### config.mk
export PLATFORM = sky130hd
export DESIGN_NAME = sorted_task_priority_queue
export DESIGN_NICKNAME = d
export VERILOG_FILES = /design/src/stpq_pkg.sv /design/src/stpq_cell.sv /design/src/sorted_task_priority_queue.sv
export SDC_FILE = /design/constraint.sdc
export NUM_CORES = 2
export LEC_CHECK = 0
export ABC_AREA = 0
export BUFFER_PORTS_ARGS = -buffer_cell sky130_fd_sc_hd__buf_2
export CORE_MARGIN = 2
export CORE_UTILIZATION = 50
export CTS_BUF_LIST = sky130_fd_sc_hd__clkbuf_8
export CTS_CLUSTER_DIAMETER = 40
export DETAILED_ROUTE_END_ITERATION = 8
export PLACE_DENSITY = 0.66
export SYNTH_ARGS = -nofsm -noshare
export SYNTH_HDL_FRONTEND = slang
export SYNTH_SLANG_ARGS = --single-unit
export TNS_END_PERCENT = 50
### constraint.sdc
create_clock -name clk -period 7.8 [get_ports clk]
set_input_delay 1.56 -clock clk [delete_from_list [all_inputs] [get_ports clk]]
set_output_delay 1.56 -clock clk [all_outputs]
set_load 0.03 [all_outputs]
### src/stpq_pkg.sv
// ----------------------------------------------------------------------------
// stpq_pkg: shared types for the sorted task queue
// Word types of both channels, the slot entry, the cell control group and the
// priority key used by every cell.
// ----------------------------------------------------------------------------
package stpq_pkg;

  localparam int CAPACITY_DEF = 16;
  localparam int OCC_W        = 5;
  localparam int KEY_W        = 21;

  localparam logic ACT_INSERT = 1'b0;
  localparam logic ACT_REMOVE = 1'b1;

  typedef struct packed {
    logic        mandatory;
    logic [3:0]  due_month;
    logic [4:0]  due_day;
    logic [10:0] due_minute;
    logic [15:0] task_tag;
  } task_t;

  typedef struct packed {
    logic        action;
    logic        mandatory;
    logic [3:0]  due_month;
    logic [4:0]  due_day;
    logic [10:0] due_minute;
    logic [15:0] task_tag;
  } in_word_t;

  typedef struct packed {
    logic             front_valid;
    logic             front_mandatory;
    logic [3:0]       front_month;
    logic [4:0]       front_day;
    logic [10:0]      front_minute;
    logic [15:0]      front_tag;
    logic [OCC_W-1:0] occupancy;
    logic             is_full;
    logic             refused;
  } out_word_t;

  // Operation applied to every cell together
  typedef struct packed {
    logic ins;
    logic rem;
  } cell_ctl_t;

  // Smaller key ranks higher: mandatory first, then month, day, minute
  function automatic logic [KEY_W-1:0] key_of(input task_t t);
    key_of = {~t.mandatory, t.due_month, t.due_day, t.due_minute};
  endfunction

endpackage

### src/stpq_cell.sv
// ----------------------------------------------------------------------------
// stpq_cell: one slot of the sorted queue
// Holds one task, compares it with the incoming task and takes its new value
// from itself, its front neighbour, its rear neighbour or the incoming task.
// ----------------------------------------------------------------------------
module stpq_cell (
  input  logic              clk,
  input  stpq_pkg::cell_ctl_t ctl,
  input  stpq_pkg::task_t   new_task,
  input  logic              occupied,
  input  stpq_pkg::task_t   prev_slot,
  input  logic              prev_ge,
  input  stpq_pkg::task_t   next_slot,
  output stpq_pkg::task_t   slot,
  output logic              ge
);
  import stpq_pkg::*;

  task_t slot_r;
  task_t slot_nxt;

  // An empty slot always lets the new task in
  assign ge   = !occupied || (key_of(slot_r) >= key_of(new_task));
  assign slot = slot_r;

  always_comb begin
    priority if (ctl.ins) begin
      priority if (prev_ge) slot_nxt = prev_slot;
      else if (ge)          slot_nxt = new_task;
      else                  slot_nxt = slot_r;
    end else if (ctl.rem) begin
      slot_nxt = next_slot;
    end else begin
      slot_nxt = slot_r;
    end
  end

  always_ff @(posedge clk) begin
    slot_r <= slot_nxt;
  end

endmodule

### src/sorted_task_priority_queue.sv
// ----------------------------------------------------------------------------
// sorted_task_priority_queue: bounded task queue kept in priority order
// A row of slot cells, front first; insert shifts the cells from the insertion point
// toward the rear, remove shifts the whole row toward the front.
// Usage:
//   Raise start with in_word; the word is taken at any edge where busy is
//   low. busy never rises, so one word may be taken every cycle.
//   action ACT_INSERT places the task ahead of every held task with an equal
//   or lower rank; ACT_REMOVE drops the front task. Insert when full and
//   remove when empty change nothing and set refused.
//   Each taken word gives exactly one result word, shown on out_word with
//   out_valid high for one cycle, in the cycle after the word is taken.
//   Throughput is one word per cycle: every cell compares against the new
//   task in parallel and shifts with its neighbour in the same cycle.
//   The result reports the front task after the update (zero when empty),
//   the occupancy and the full flag.
//   Reset (rst_n low, synchronous) empties the queue and drops any pending
//   result; slot contents are not cleared. The receiver cannot stall.
// ----------------------------------------------------------------------------
module sorted_task_priority_queue #(
  parameter int CAPACITY = stpq_pkg::CAPACITY_DEF
) (
  input  logic                clk,
  input  logic                rst_n,
  input  logic                start,
  output logic                busy,
  input  stpq_pkg::in_word_t  in_word,
  output logic                out_valid,
  output stpq_pkg::out_word_t out_word
);
  import stpq_pkg::*;

  localparam int CW = $clog2(CAPACITY + 1);

  logic [CW-1:0] count_r, count_nxt;
  logic          out_valid_r;
  out_word_t     out_word_r, out_word_nxt;

  logic      accept, is_full_now, is_empty_now;
  cell_ctl_t ctl;
  task_t     new_task;
  task_t     front_nxt;
  task_t     slot_w [CAPACITY];
  logic      ge_w   [CAPACITY];
  logic [CW+OCC_W-1:0] count_ext;

  assign busy   = 1'b0;
  assign accept = start && !busy;

  assign new_task = '{mandatory:  in_word.mandatory,
                      due_month:  in_word.due_month,
                      due_day:    in_word.due_day,
                      due_minute: in_word.due_minute,
                      task_tag:   in_word.task_tag};

  assign is_full_now  = (count_r == CW'(CAPACITY));
  assign is_empty_now = (count_r == '0);

  assign ctl.ins = accept && (in_word.action == ACT_INSERT) && !is_full_now;
  assign ctl.rem = accept && (in_word.action == ACT_REMOVE) && !is_empty_now;

  always_comb begin
    priority if (ctl.ins) count_nxt = count_r + CW'(1);
    else if (ctl.rem)     count_nxt = count_r - CW'(1);
    else                  count_nxt = count_r;
  end

  generate
    for (genvar i = 0; i < CAPACITY; i++) begin : g_cell
      localparam logic [CW-1:0] IDX = CW'(i);
      task_t prev_s, next_s;
      logic  prev_g;

      if (i == 0) begin : g_head
        assign prev_s = new_task;
        assign prev_g = 1'b0;
      end else begin : g_body
        assign prev_s = slot_w[i-1];
        assign prev_g = ge_w[i-1];
      end

      // Last cell holds on remove; its contents are past the count anyway
      if (i == CAPACITY - 1) begin : g_tail
        assign next_s = slot_w[i];
      end else begin : g_mid
        assign next_s = slot_w[i+1];
      end

      stpq_cell u_cell (
        .clk       (clk),
        .ctl       (ctl),
        .new_task  (new_task),
        .occupied  (IDX < count_r),
        .prev_slot (prev_s),
        .prev_ge   (prev_g),
        .next_slot (next_s),
        .slot      (slot_w[i]),
        .ge        (ge_w[i])
      );
    end
  endgenerate

  // Front entry after this word, as cell 0 will hold it
  always_comb begin
    priority if (ctl.ins) front_nxt = ge_w[0] ? new_task : slot_w[0];
    else if (ctl.rem)     front_nxt = slot_w[1];
    else                  front_nxt = slot_w[0];
  end

  assign count_ext = {{OCC_W{1'b0}}, count_nxt};

  always_comb begin
    out_word_nxt = '0;
    if (count_nxt != '0) begin
      out_word_nxt.front_valid     = 1'b1;
      out_word_nxt.front_mandatory = front_nxt.mandatory;
      out_word_nxt.front_month     = front_nxt.due_month;
      out_word_nxt.front_day       = front_nxt.due_day;
      out_word_nxt.front_minute    = front_nxt.due_minute;
      out_word_nxt.front_tag       = front_nxt.task_tag;
    end
    out_word_nxt.occupancy = count_ext[OCC_W-1:0];
    out_word_nxt.is_full   = (count_nxt == CW'(CAPACITY));
    out_word_nxt.refused   = accept && !ctl.ins && !ctl.rem;
  end

  always_ff @(posedge clk) begin
    if (!rst_n) begin
      count_r     <= '0;
      out_valid_r <= 1'b0;
    end else begin
      count_r     <= count_nxt;
      out_valid_r <= accept;
    end
  end

  always_ff @(posedge clk) begin
    out_word_r <= out_word_nxt;
  end

  assign out_valid = out_valid_r;
  assign out_word  = out_word_r;

endmodule

==> flow_summary.yaml <==
finish:
  layout-drive-gt1-share: 0.113
  area_growth_pct: 10.0
  multi_input_area_mm2: 0.0193
  nNetsFinal: 4103
  register_area_mm2: 0.0184
  fill_cells: 6907
  stdcell_area_mm2: 0.0426
placement:
  io_buffer_count: 86
  placed_cell_area_mm2: 0.0401
  place_hpwl_mm: 70.1
  globalplace.congestion: 0.859
clocking:
  clkTransAtPathRegs_ns: 0.06
  cts-hold-fix-buffers: 0
  cts_buffers: 120
  cts_tree: "built"
  cts_resized: 0
  htreeDepth: 3
  clockRootBuffer: "clkbuf_8"
  clk_latency_ns: 0.75
  clock-sinks: 643
  clockBufferDepth: 3
  post-cts-setup-buffers: 0
logic_synthesis:
  synth_cell_types: 63
  synth-compound-area-share: 0.136
  yosys_warnings: 0
  ys_seq_area_frac: 0.475
  synthTopCellsByArea: "edfxtp_1, mux2i_1, ha_1, dfxtp_1, a21oi_1"
  synth_nets: 4129
  synth-edff-count: 555
  synth_seq_cells: 643
  synth_fa_ha_area_frac: 0.109
  ys_async_sr_fraction: 0
  synth_top_family_by_area: "compound AO/OA/AOI/OAI gates"
  syn_area_per_cell_um2: 10.3
  synth_mux_area_frac: 0.130
  synthTopCellsByCount: "edfxtp_1, mux2i_1, nor2_1, nand2_1, ha_1"
  synthSimpleGateAreaFrac: 0.111
  synthCells: 3749
  synth_area_mm2: 0.0388
  synth_flop_cell: "edfxtp_1"
  synth_xor_area_frac: 0.000904
  synth_top_area_frac: 0.430
  synth.most_common_cell: "edfxtp_1"
  synth_top_area_cell: "edfxtp_1"
pwr:
  irDropWorstVdd_mv: 0.253
  swShare: 0.338
  seqPwrFrac: 0.437
  comb_power_share: 0.262
  internal_power_mw: 7.57
  powerDensity_mw_per_mm2: 268
  p_sw_mw: 3.87
  leakage_nw: 16.3
  clock_power_share: 0.301
sta:
  rsz0062_at_grt: "no"
  setup_tns_ns: 0
  drv_slew: 0
  clock_skew_ns: 0.0309
  fmax_mhz: 190
  slew_headroom: 0.199
  hold_viol_final: 0
  setup_viol: 0
  tightest_slew_ns: 1.20
  period_minus_slack_ns: 5.26
  min_period_over_period: 0.675
worst_hold_path:
  hold_path_startpoint: "g_cell[0].u_cell.slot[29]$_DFF_P_"
  hold_depth: 2
  hp-class: "flop to flop"
  hold_end: "g_cell[0].u_cell.slot[29]$_DFF_P_"
drt:
  dr.pass1.iters: 7
  drt-vias-per-instance: 6.01
  drt-initial-drc-count: 2366
  route.detailed.wl_per_inst_um: 21.2
  drcViolationCount: 0
  drtAntennaViolNets: 0
  totalWireLength_mm: 103
  vias: 29300
worst_setup_path:
  reg2reg_to: "out_word[21]$_SDFF_PN0_"
  slowest_stage: "a211oi_1"
  end_kind: "flop"
  crit_required_ns: 8.43
  worst-path-buf-inv: 3
  path_class: "input port to flop"
  r2r-start: "count_r[1]$_SDFF_PN0_"
  start_kind: "input port"
  path_delay_family: "compound AO/OA/AOI/OAI gates"
  r2r_slack_ns: 3.63
  crit_path_cell_trace: "buf_2 > inv_1 > ha_1 > a21oi_1 > o21ai_0 > a2111oi_0 > a211oi_1 > o21a_1 > buf_4 > nor2_1 > nor4_1"
  cp_max_fo: 20
  cp_data_arrival_time_ns: 5.89
  reg2regPathDepth: 10
  critPathMaxStageDelay_ns: 0.91
global_routing:
  globalRouteMet2Util: 0.436
  met1_usage: 0.341
  grt_busiest_layer: "met2"
  grt_util_all_layers: 0.257
  grt_pass1_vias: 29300
  use_met3: 0.0396
  grt_max_degree: 189
  antenna_found_initial: 6
  grt_pass1_wl_mm: 163
  overflow: 0
die:
  coreArea_mm2: 0.0771
  ios: 88
  die_h_um: 282
  row_count: 102
  die_width_um: 282
  initial_core_util: 0.503
  die-area_mm2: 0.0798
outcome:
  status: "complete, no violations"
run:
  cap_violations: 0
## layer usage
layer | wire [um] | vias up | share of wire
li1 | - | 13900 | -
met3 | 5180 | 166 | 0.050
met1 | 45500 | 14400 | 0.44
met5 | 68 | - | 0.00066
met2 | 50300 | 784 | 0.49
met4 | 2100 | 10 | 0.020
## stage by stage
step | total power [mW] | hold WS, ns | util | worst slack (ns) | cells
2_1_floorplan | 7.12 | 0.494 | - | 1.32 | 3749
3_3_place_gp | 7.97 | 0.528 | 0.521 | 1.96 | 4641
3_5_place_dp | 8.05 | 0.535 | 0.521 | 2.00 | 4641
4_1_cts | 11.5 | 0.550 | 0.553 | 2.68 | 4865
5_1_grt | 12.0 | 0.589 | 0.553 | 2.26 | 4866
6_report | 11.4 | 0.538 | 0.553 | 2.54 | 4866
## cell usage in the layout (no fill, tap or decap), types with 11 or more instances in the layout
cell       instances
a211oi_1          12
o21ai_0          311
edfxtp_1         555
dfxtp_1           88
buf_2             86
nor2b_1           25
mux2i_1          461
nand3_1           42
a31oi_1           11
inv_1            101
o22ai_1           20
a21oi_1          320
nand4_1           40
buf_4             55
nor3_1            84
nor4_1            22
ha_1             339
o221a_2           37
a21o_1            45
a31oi_4           11
mux2_2            39
clkbuf_8         128
bufinv_16         11
o221ai_1          13
a21oi_4           11
nand2_1          380
o31ai_1           40
nor2_1           391
clkinv_2          16
## worst max path at each step
stage / depth (start not counted) / endpoint / slack [ns] / startpoint
after CTS: 11 / out_word[7]$_SDFF_PN0_ / 2.68 / in_word[28]
after floorplan: 12 / g_cell[7].u_cell.slot[0]$_DFFE_PP_ / 1.32 / in_word[26]
final: 11 / out_word[7]$_SDFF_PN0_ / 2.54 / in_word[26]
after detailed placement: 11 / out_word[7]$_SDFF_PN0_ / 2.00 / in_word[26]
after global routing: 11 / out_word[8]$_SDFF_PN0_ / 2.26 / in_word[26]
after global placement: 11 / out_word[7]$_SDFF_PN0_ / 1.96 / in_word[28]
## sequential cells by signal, indices dropped and copies added (netlist names)
| register | cells |
|---|---|
| count_r | 5 |
| out_valid | 1 |
| out_word | 45 |
| g_cell.u_cell.slot | 592 |
## logic make-up (layout without fill, tap and decap cells)
family,Yosys count,count (layout)
compound gates,893,893
simple gates,1019,1019
flops,643,643
mux,500,500
xor+xnor,4,4
other cells,1,2
fa+ha+maj,339,339
buf+inv,350,426
## cell type report
class / instances / share of cell area
clock buffers: 128 / 0.0413
clock inverters: 96 / 0.0172
repair buffers: 144 / 0.0212
flip-flops and latches: 643 / 0.432
diodes: 1 / 0.0000587
inverters: 58 / 0.00511
well taps: 1040 / 0.0305
multi-input cells: 2756 / 0.452
## power groups by stage
| stage | sequential, mW | combinational, mW | clock (mW) |
|---|---|---|---|
| after floorplan | 5.13 | 2.00 | 0 |
| after global placement | 5.07 | 2.90 | 0 |
| after detailed placement | 5.07 | 2.98 | 0 |
| after CTS | 5.01 | 2.99 | 3.50 |
| after global routing | 5.07 | 3.34 | 3.64 |
| final | 5.00 | 2.99 | 3.45 |
## tightest hold or removal path: stages, from the launching register on
cell     delay [ns]
dfxtp_1        0.35
nor2_1         0.07
nor2_1         0.09
Note: power is estimated with default switching activity, not from simulation.
